**src/rtl/kcl_pkg.sv**
```systemverilog
// Package for the knob code lock: shared types, register indexes and reset values.
// Used by every module of the block; depends on nothing.
package kcl_pkg;

  // Build-time defaults
  localparam int CODE_LENGTH_DEF = 4;
  localparam int DIGIT_SHIFT_DEF = 4;

  // Field widths
  localparam int SAMPLE_W  = 10;
  localparam int DIGIT_W   = 6;
  localparam int CODE_W    = 24;
  localparam int HOLD_W    = 8;
  localparam int TIMEOUT_W = 16;
  localparam int INDEX_W   = 3;
  localparam int CFG_IDX_W = 2;
  localparam int CFG_DATA_W = 24;
  localparam int S_DATA_W  = 16;
  localparam int M_DATA_W  = 8;

  // Register reset values (digits 0,4,3,6)
  localparam logic [CODE_W-1:0]    CODE_WORD_RST     = 24'd1585408;
  localparam logic [HOLD_W-1:0]    HOLD_TICKS_RST    = 8'd220;
  localparam logic [TIMEOUT_W-1:0] TIMEOUT_TICKS_RST = 16'd2200;

  // Register indexes on the write port
  typedef enum logic [CFG_IDX_W-1:0] {
    REG_CODE_WORD     = 2'd0,
    REG_HOLD_TICKS    = 2'd1,
    REG_TIMEOUT_TICKS = 2'd2
  } kcl_reg_t;

  // Configuration as seen by the entry logic
  typedef struct packed {
    logic [CODE_W-1:0]    code_word;
    logic [HOLD_W-1:0]    hold_ticks;
    logic [TIMEOUT_W-1:0] timeout_ticks;
  } kcl_cfg_t;

  // One result item
  typedef struct packed {
    logic               entry_failed;
    logic               unlock_pulse;
    logic [INDEX_W-1:0] digits_entered;
    logic               digit_accepted;
    logic               knob_moved;
  } kcl_result_t;

endpackage

```
**src/rtl/kcl_entry.sv**
```systemverilog
// Entry state of the knob code lock: digit tracking, hold counter, digit count, timeout.
// Steps once per advanced request; depends on kcl_pkg.
module kcl_entry #(
  parameter int CODE_LENGTH = kcl_pkg::CODE_LENGTH_DEF,
  parameter int DIGIT_SHIFT = kcl_pkg::DIGIT_SHIFT_DEF
) (
  input  logic                          clk,
  input  logic                          rst,
  input  logic                          step,
  input  logic [kcl_pkg::SAMPLE_W-1:0]  sample,
  input  kcl_pkg::kcl_cfg_t             cfg,
  output kcl_pkg::kcl_result_t          result
);

  logic [kcl_pkg::DIGIT_W-1:0]   last_digit, last_digit_next;
  logic                          armed, armed_next;
  logic [kcl_pkg::HOLD_W-1:0]    hold_count, hold_count_next;
  logic [kcl_pkg::INDEX_W-1:0]   digit_index, digit_index_next;
  logic [kcl_pkg::TIMEOUT_W-1:0] time_left, time_left_next;

  logic [kcl_pkg::SAMPLE_W-1:0]  shifted;
  logic [kcl_pkg::DIGIT_W-1:0]   digit;
  logic [kcl_pkg::DIGIT_W-1:0]   code_digit;
  logic [kcl_pkg::INDEX_W-1:0]   index_inc;
  logic [kcl_pkg::TIMEOUT_W-1:0] time_dec;
  logic                          moved, accepted, unlocked, failed;

  // Quantize the sample; only the low digit bits are kept
  assign shifted = sample >> DIGIT_SHIFT;
  assign digit   = shifted[kcl_pkg::DIGIT_W-1:0];
  assign moved   = (digit != last_digit);

  // Expected digit for the current position (position taken mod 4)
  always_comb begin
    case (digit_index[1:0])
      2'd0:    code_digit = cfg.code_word[5:0];
      2'd1:    code_digit = cfg.code_word[11:6];
      2'd2:    code_digit = cfg.code_word[17:12];
      default: code_digit = cfg.code_word[23:18];
    endcase
  end

  assign index_inc = digit_index + 3'd1;

  // Next state for one tick
  always_comb begin
    last_digit_next  = digit;
    armed_next       = armed;
    hold_count_next  = hold_count;
    digit_index_next = digit_index;
    time_left_next   = time_left;
    accepted         = 1'b0;
    unlocked         = 1'b0;
    failed           = 1'b0;

    if (moved) begin
      hold_count_next = '0;
      armed_next      = 1'b1;
    end else if (armed) begin
      if (hold_count == cfg.hold_ticks) begin
        // held long enough: judge the digit, a wrong one changes nothing
        if (digit == code_digit) begin
          accepted         = 1'b1;
          time_left_next   = cfg.timeout_ticks;
          digit_index_next = index_inc;
          armed_next       = 1'b0;
          if (index_inc >= kcl_pkg::INDEX_W'(CODE_LENGTH)) begin
            unlocked         = 1'b1;
            digit_index_next = '0;
            time_left_next   = '0;
            hold_count_next  = '0;
          end
        end
      end else begin
        hold_count_next = hold_count + 8'd1;
      end
    end

    // Countdown runs after any reload in the same tick
    time_dec = time_left_next - 16'd1;
    if (time_left_next != '0) begin
      time_left_next = time_dec;
      if (time_dec == '0) begin
        failed           = 1'b1;
        digit_index_next = '0;
        hold_count_next  = '0;
        armed_next       = 1'b0;
      end
    end
  end

  // State registers
  always_ff @(posedge clk) begin
    if (rst) begin
      last_digit  <= '0;
      armed       <= 1'b0;
      hold_count  <= '0;
      digit_index <= '0;
      time_left   <= '0;
    end else if (step) begin
      last_digit  <= last_digit_next;
      armed       <= armed_next;
      hold_count  <= hold_count_next;
      digit_index <= digit_index_next;
      time_left   <= time_left_next;
    end
  end

  assign result.knob_moved     = moved;
  assign result.digit_accepted = accepted;
  assign result.digits_entered = digit_index_next;
  assign result.unlock_pulse   = unlocked;
  assign result.entry_failed   = failed;

endmodule

```
**src/rtl/knob_code_lock_unit.sv**
```systemverilog
// Top level of the knob code lock: config registers, input register, result register.
// Depends on kcl_pkg and kcl_entry.

// Knob code lock. One request on the s side is one tick carrying a 10-bit knob
// sample; each tick gives exactly one result on the m side, in order. A request
// passes an input register, one step of the entry logic and a result register;
// one request can be taken every cycle while m_tready keeps the output free, and
// the two registers let a new request enter while a finished result waits on m_tready.
// The user must write configuration through cfg_we/cfg_index/cfg_data only while
// the block is idle; the block itself does not enforce this. Reset restores the code
// 0,4,3,6, a hold of 220 ticks and a timeout of 2200 ticks.
module knob_code_lock_unit #(
  parameter int CODE_LENGTH = kcl_pkg::CODE_LENGTH_DEF,
  parameter int DIGIT_SHIFT = kcl_pkg::DIGIT_SHIFT_DEF
) (
  input  logic                           clk,
  input  logic                           rst,
  // input stream
  input  logic                           s_tvalid,
  output logic                           s_tready,
  input  logic [kcl_pkg::S_DATA_W-1:0]   s_tdata,   // [9:0] adc_sample
  // result stream
  output logic                           m_tvalid,
  input  logic                           m_tready,
  output logic [kcl_pkg::M_DATA_W-1:0]   m_tdata,   // [0] knob_moved, [1] digit_accepted,
                                                    // [4:2] digits_entered,
                                                    // [5] unlock_pulse, [6] entry_failed
  // configuration writes
  input  logic                           cfg_we,
  input  logic [kcl_pkg::CFG_IDX_W-1:0]  cfg_index,
  input  logic [kcl_pkg::CFG_DATA_W-1:0] cfg_data
);

  kcl_pkg::kcl_cfg_t    cfg;
  kcl_pkg::kcl_result_t step_result;
  kcl_pkg::kcl_result_t out_result;

  logic                          in_valid;
  logic [kcl_pkg::SAMPLE_W-1:0]  in_sample;
  logic                          out_free;
  logic                          advance;

  // Configuration registers; unknown index ignored
  always_ff @(posedge clk) begin
    if (rst) begin
      cfg.code_word     <= kcl_pkg::CODE_WORD_RST;
      cfg.hold_ticks    <= kcl_pkg::HOLD_TICKS_RST;
      cfg.timeout_ticks <= kcl_pkg::TIMEOUT_TICKS_RST;
    end else if (cfg_we) begin
      case (cfg_index)
        kcl_pkg::REG_CODE_WORD:     cfg.code_word     <= cfg_data;
        kcl_pkg::REG_HOLD_TICKS:    cfg.hold_ticks    <= cfg_data[kcl_pkg::HOLD_W-1:0];
        kcl_pkg::REG_TIMEOUT_TICKS: cfg.timeout_ticks <= cfg_data[kcl_pkg::TIMEOUT_W-1:0];
        default: ;
      endcase
    end
  end

  // Pipeline flow control
  assign out_free = !m_tvalid || m_tready;
  assign advance  = in_valid && out_free;
  assign s_tready = !in_valid || out_free;

  // Input register
  always_ff @(posedge clk) begin
    if (rst) begin
      in_valid <= 1'b0;
    end else if (s_tready) begin
      in_valid <= s_tvalid;
    end
  end

  always_ff @(posedge clk) begin
    if (s_tready && s_tvalid) begin
      in_sample <= s_tdata[kcl_pkg::SAMPLE_W-1:0];
    end
  end

  kcl_entry #(
    .CODE_LENGTH (CODE_LENGTH),
    .DIGIT_SHIFT (DIGIT_SHIFT)
  ) u_entry (
    .clk    (clk),
    .rst    (rst),
    .step   (advance),
    .sample (in_sample),
    .cfg    (cfg),
    .result (step_result)
  );

  // Result register
  always_ff @(posedge clk) begin
    if (rst) begin
      m_tvalid <= 1'b0;
    end else if (out_free) begin
      m_tvalid <= in_valid;
    end
  end

  always_ff @(posedge clk) begin
    if (advance) begin
      out_result <= step_result;
    end
  end

  assign m_tdata = {1'b0, out_result};

endmodule

```
**config.mk**
```make
export PLATFORM = sky130hd
export DESIGN_NAME = knob_code_lock_unit
export DESIGN_NICKNAME = d
export VERILOG_FILES = /design/src/rtl/kcl_pkg.sv /design/src/rtl/kcl_entry.sv /design/src/rtl/knob_code_lock_unit.sv
export SDC_FILE = /design/constraint.sdc
export NUM_CORES = 1
export LEC_CHECK = 0
export CORE_MARGIN = 5
export CORE_UTILIZATION = 35
export CTS_BUF_LIST = sky130_fd_sc_hd__clkbuf_4 sky130_fd_sc_hd__clkbuf_8
export DETAILED_ROUTE_END_ITERATION = 12
export DONT_BUFFER_PORTS = 1
export PLACE_DENSITY_LB_ADDON = 0.15
export REMOVE_ABC_BUFFERS = 1
export SLEW_MARGIN = 20
export SYNTH_ARGS = -nofsm -noshare
export SYNTH_HDL_FRONTEND = slang
export SYNTH_SLANG_ARGS = --single-unit
export TNS_END_PERCENT = 30
```
**constraint.sdc**
```tcl
create_clock -name clk -period 6.4 [get_ports clk]
set_input_delay 0.32 -clock clk [delete_from_list [all_inputs] [get_ports clk]]
set_output_delay 0.32 -clock clk [all_outputs]
set_load 0.02 [all_outputs]
```
Word-level counts from Yosys, hierarchy flattened
Cells that the tools add are included.
{ "word_totals": {"elab_cells": 75, "inputBits": 47, "register_bits": 101, "out_inout_bits": 10} }
{ "op_classes": {"n_addsub": 3, "n_mux": 30, "bitwise": 3, "n_lt_le_gt_ge": 1, "n_eq_ne": 7, "n_reduce_logical": 15} }
{ "ops": {"columns": ["operator", "count"], "rows": [
  ["16-bit 2-to-1 mux", 6],
  ["8-bit 2-to-1 mux", 7],
  ["3-bit 2-to-1 mux", 7],
  ["6-bit case mux with 3 select lines", 1],
  ["16-bit zero test", 1],
  ["16-bit nonzero test", 1],
  ["16-bit by 1-bit subtractor with 16-bit output, second input constant", 1],
  ["1-bit 2-to-1 mux", 9],
  ["8-bit by 1-bit adder with 8-bit output, second input constant", 1],
  ["8-bit equality test", 1],
  ["6-bit equality test", 1],
  ["6-bit inequality test", 1],
  ["2-bit AND reduction", 3],
  ["2-bit by 1-bit equality test with 1-bit output, second input constant", 2],
  ["2-bit equality test, second input constant", 2],
  ["2-bit zero test", 2],
  ["4-bit OR reduction", 1],
  ["3-bit by 1-bit adder with 3-bit output, second input constant", 1],
  ["3-bit >= comparator, second input constant", 1],
  ["1-bit inverter", 3],
  ["3-bit OR reduction", 1],
  ["1-bit logical AND", 2],
  ["1-bit zero test", 2],
  ["1-bit logical OR", 2]
]} }

Longest topological paths before layout
{ "depth": {"ltp_word": 11, "depth_mapped": 24, "mapped_depth_nobuf": 20} }

By module
From an unflattened synthesis, not the netlist that was laid out.
{ "unflattened": {"cells_unflattened": 675, "hier_area_um2": 5849.4} }
{ "by_module_without_submodules": {"columns": ["module", "cells_per_inst", "instances", "area_each_um2", "seq_area_each_um2"], "rows": [
  ["kcl_entry", 449, 1, 3225.6, 680.7],
  ["knob_code_lock_unit", 226, 1, 2623.8, 1511.4]
]} }

Worst setup path after synthesis
No wires, ideal clock.
{ "synth_timing": {"path_kind": "register -> register", "from": "reg u_entry.digit_index[0] (netlist bit)", "to": "reg out_result, in the netlist m_tdata[4], data pin", "setup_ns": 0.255, "path_stages_with_launch": 22, "period_less_slack_ns": 5.297, "t_arrival_ns": 5.042, "path_slack_ns": 1.103, "required_ns": 6.145, "n_path_buf": 5, "cell_sequence": "dfxtp_1 inv_1 ha_1 a222oi_1 mux2i_1 xnor2_1 nand4_2 or3_1 buf_2 buf_2 clkbuf_1 a21oi_1 ha_1 clkbuf_1 mux2_2 a22oi_1 and3_1 mux2i_1 or3b_1 or4b_1 buf_2 and3_1"} }
{ "synth_rtl": {"columns": ["item", "line_no", "source"], "rows": [
  ["start: declaration", "kcl_entry.sv:18", "logic [kcl_pkg::INDEX_W-1:0] digit_index, digit_index_next;"],
  ["start signal: assignment", "kcl_entry.sv:104", "digit_index <= digit_index_next;"],
  ["end signal: assignment", "knob_code_lock_unit.sv:102", "out_result <= step_result;"],
  ["end: declaration", "knob_code_lock_unit.sv:36", "kcl_pkg::kcl_result_t out_result;"]
]} }

==> flow_summary_export.csv <==
group,metric,value,unit
run_status,outcome,"completed",
routing,firstDrtPassIters,5,
synthesis,synth.cell_area,0.00523,mm^2
floorplanning,start_util,0.359,
synthesis,synth_top_cells_by_area,"dfxtp_1, nand2_1, edfxtp_1",
sta,slew-limit-headroom,0.374,
layout,fin_util,0.383,
place,postPlaceCellArea,0.00538,mm^2
routing,ant_nets,0,
global_route,overflow,0,
sta,holdWs,21.8,ps
cts,clk_pin_slew_worst_paths,100,ps
setup_path,crit_type,"register to register",
power,leakage,1.95,nW
global_route,antenna_found_initial,0,
min_path,worstHoldPathType,"primary input to register",
synthesis,synth_seq_cells,97,
synthesis,yosysSeqAreaShare,0.396,
synthesis,yosysMostFrequentCell,"nand2_1",
sta,fmax,0.171,GHz
setup_path,worstPathArrival,5980,ps
place,dpl_worst_slack,589,ps
routing,drc,0,
global_route,grt_use_total,0.168,
global_route,grt_pass1_vias,4557,
cts,cts_tree,"yes",
floorplanning,coreArea,0.0146,mm^2
cts,cts_made_buffers,9,
layout,final_layout_size_suffix_gt1_frac,0.0529,
routing,wl_per_cell,17.3,um
global_route,grt_pass1_wl,23900,um
place,dp.cells,828,
synthesis,yosys_warnings,0,
cts,cts_root_buffer,"clkbuf_8",
sta,final-setup-viol-count,0,
cts,cts_max_path_buffers,2,
synthesis,synth.distinct_cells,55,
flow_run,maxCapViolations,0,
synthesis,synth_enable_flop_cells,13,
power,p_per_area,381,mW/mm^2
power,total_power,2.13,mW
place,dp_hpwl,10200,um
setup_path,end_kind,"register",
layout,nNetsFinal,712,
setup_path,cp-start-kind,"register",
floorplanning,die_y,132,um
place,io_buffers,0,
synthesis,synth_area_leader_cell,"dfxtp_1",
sta,post-route-period-util,0.912,
floorplanning,die_x,132,um
layout,syn2layout_area_growth,6.86,%
layout,final_cells,846,
synthesis,synth_top_area_frac,0.321,
cts,clkSinkCount,97,
sta,slew_violations,0,
layout,fill_cells,1501,
sta,skew,13.1,ps
sta,rsz0062_at_grt,"no",
sta,worst_pin_slew,930,ps
routing,dr.first_iter.drc_count,328,
sta,tns,0,ps
cts,ctsResizeCount,0,
place,place_congestion,0.839,
sta,finalWorstSetupSlack,566,ps
floorplanning,pin_count,57,
floorplanning,die_area,0.0175,mm^2
synthesis,ys_top_cells_by_count,"nand2_1, dfxtp_1, a21oi_1",
layout,antenna-diode-count,0,
synthesis,syn_inst,677,
setup_path,crit_fanout,9,
sta,finalHoldViolCount,0,
sta,fin_crit,5830,ps
floorplanning,rows,44,
global_route,grt_max_degree,70,
routing,num_vias,4609,
routing,avgViaCountPerCell,5.45,
routing,drt_wl_total,14600,um
cts,htree_num_levels,3,
synthesis,async_flop_share,0,
synthesis,syn_area_per_cell,7.73,um^2
setup_path,required,6550,ps
power,ir_drop,213,uV
layout,fin_area,0.00559,mm^2
synthesis,ys.flop_type,"dfxtp_1",
cts,clk_latency,390,ps
[timing repair]
action                                 in CTS  in global routing
buffers inserted                            0                  0
endpoints found under the hold margin      69                  0
hold buffers                                2                  0
[worst max-delay path: stages (launching register included)]
cell and delay [ps]:
dfxtp_1 460, inv_1 100, ha_1 310, a222oi_1 540, mux2i_1 190, xnor2_1 200, nand4_2 220, nor4b_2 650
nand3_1 140, nand2_1 160, inv_1 80, ha_1 270, nand4_1 280, nor2_1 100, xor2_1 160, or4_1 540
mux2i_1 190, or4b_1 710, and3_1 300
[power by group]
group | switching, mW | internal (mW) | leakage (nW)
clock | 0.239 | 0.145 | 0.0899
sequential | 0.0556 | 0.664 | 0.803
combinational | 0.612 | 0.416 | 1.06
[layout make-up]
cell class	count	area, um^2	area share
repair buffers	12	113	0.0201
well taps	184	230	0.0412
clock buffers	9	124	0.0222
flip-flops and latches	97	2070	0.371
multi-input cells	520	2940	0.525
clock inverters	7	51.3	0.00918
inverters	17	63.8	0.0114
[cell families (layout without fill, tap and decap cells)]
group / Yosys count / after routing / synth area share
xor+xnor: 40 / 40 / 0.0670
flops: 97 / 97 / 0.396
simple gates: 322 / 322 / 0.293
fa+ha+maj: 8 / 8 / 0.0191
compound gates: 134 / 134 / 0.149
other cells: 1 / 1 / 0.000717
buf+inv: 60 / 45 / 0.0447
mux: 15 / 15 / 0.0304
[metal layers]
layer  track usage  part of all wire
met1         0.217              0.45
met3        0.0473             0.071
met5             0                 0
met2         0.266              0.46
met4        0.0645             0.019
[worst paths after layout]
kind / startpoint / end / slack, ps / depth (start not counted)
setup / recovery: u_entry.digit_index[0]$_SDFFE_PP0P_ / m_tdata[4]$_DFFE_PP_ / 570 / 18
hold / removal: s_tdata[5] / in_sample[5]$_DFFE_PP_ / 20 / 0
setup reg to reg: u_entry.digit_index[0]$_SDFFE_PP0P_ / m_tdata[4]$_DFFE_PP_ / 570 / 18
hold reg to reg: cfg[47]$_SDFFE_PP0P_ / cfg[47]$_SDFFE_PP0P_ / 460 / 2
[cell usage in the layout (no fill, tap or decap), drive strengths merged, types with 6 or more instances in the layout]
cell	Yosys	final
nor3	19	19
a21oi	68	68
xor2	9	9
a22oi	6	6
or3	6	6
nand3b	17	17
and3	9	9
mux2i	11	11
buf	8	11
nand3	28	28
o21ai	32	32
nor2	39	39
ha	8	8
a222oi	6	6
inv	17	21
nand2	155	155
dfxtp	84	84
nor4	11	11
xnor2	31	31
edfxtp	13	13
nand4	11	11
clkbuf	35	9
[sequential cells by signal, summed over array words and instances (netlist names)]
name / count
cfg: 48
u_entry.digit_index: 3
u_entry.last_digit: 6
in_valid: 1
m_tvalid: 1
u_entry.armed: 1
u_entry.hold_count: 8
in_sample: 6
u_entry.time_left: 16
m_tdata: 7
(Power assumes the default switching activity.)
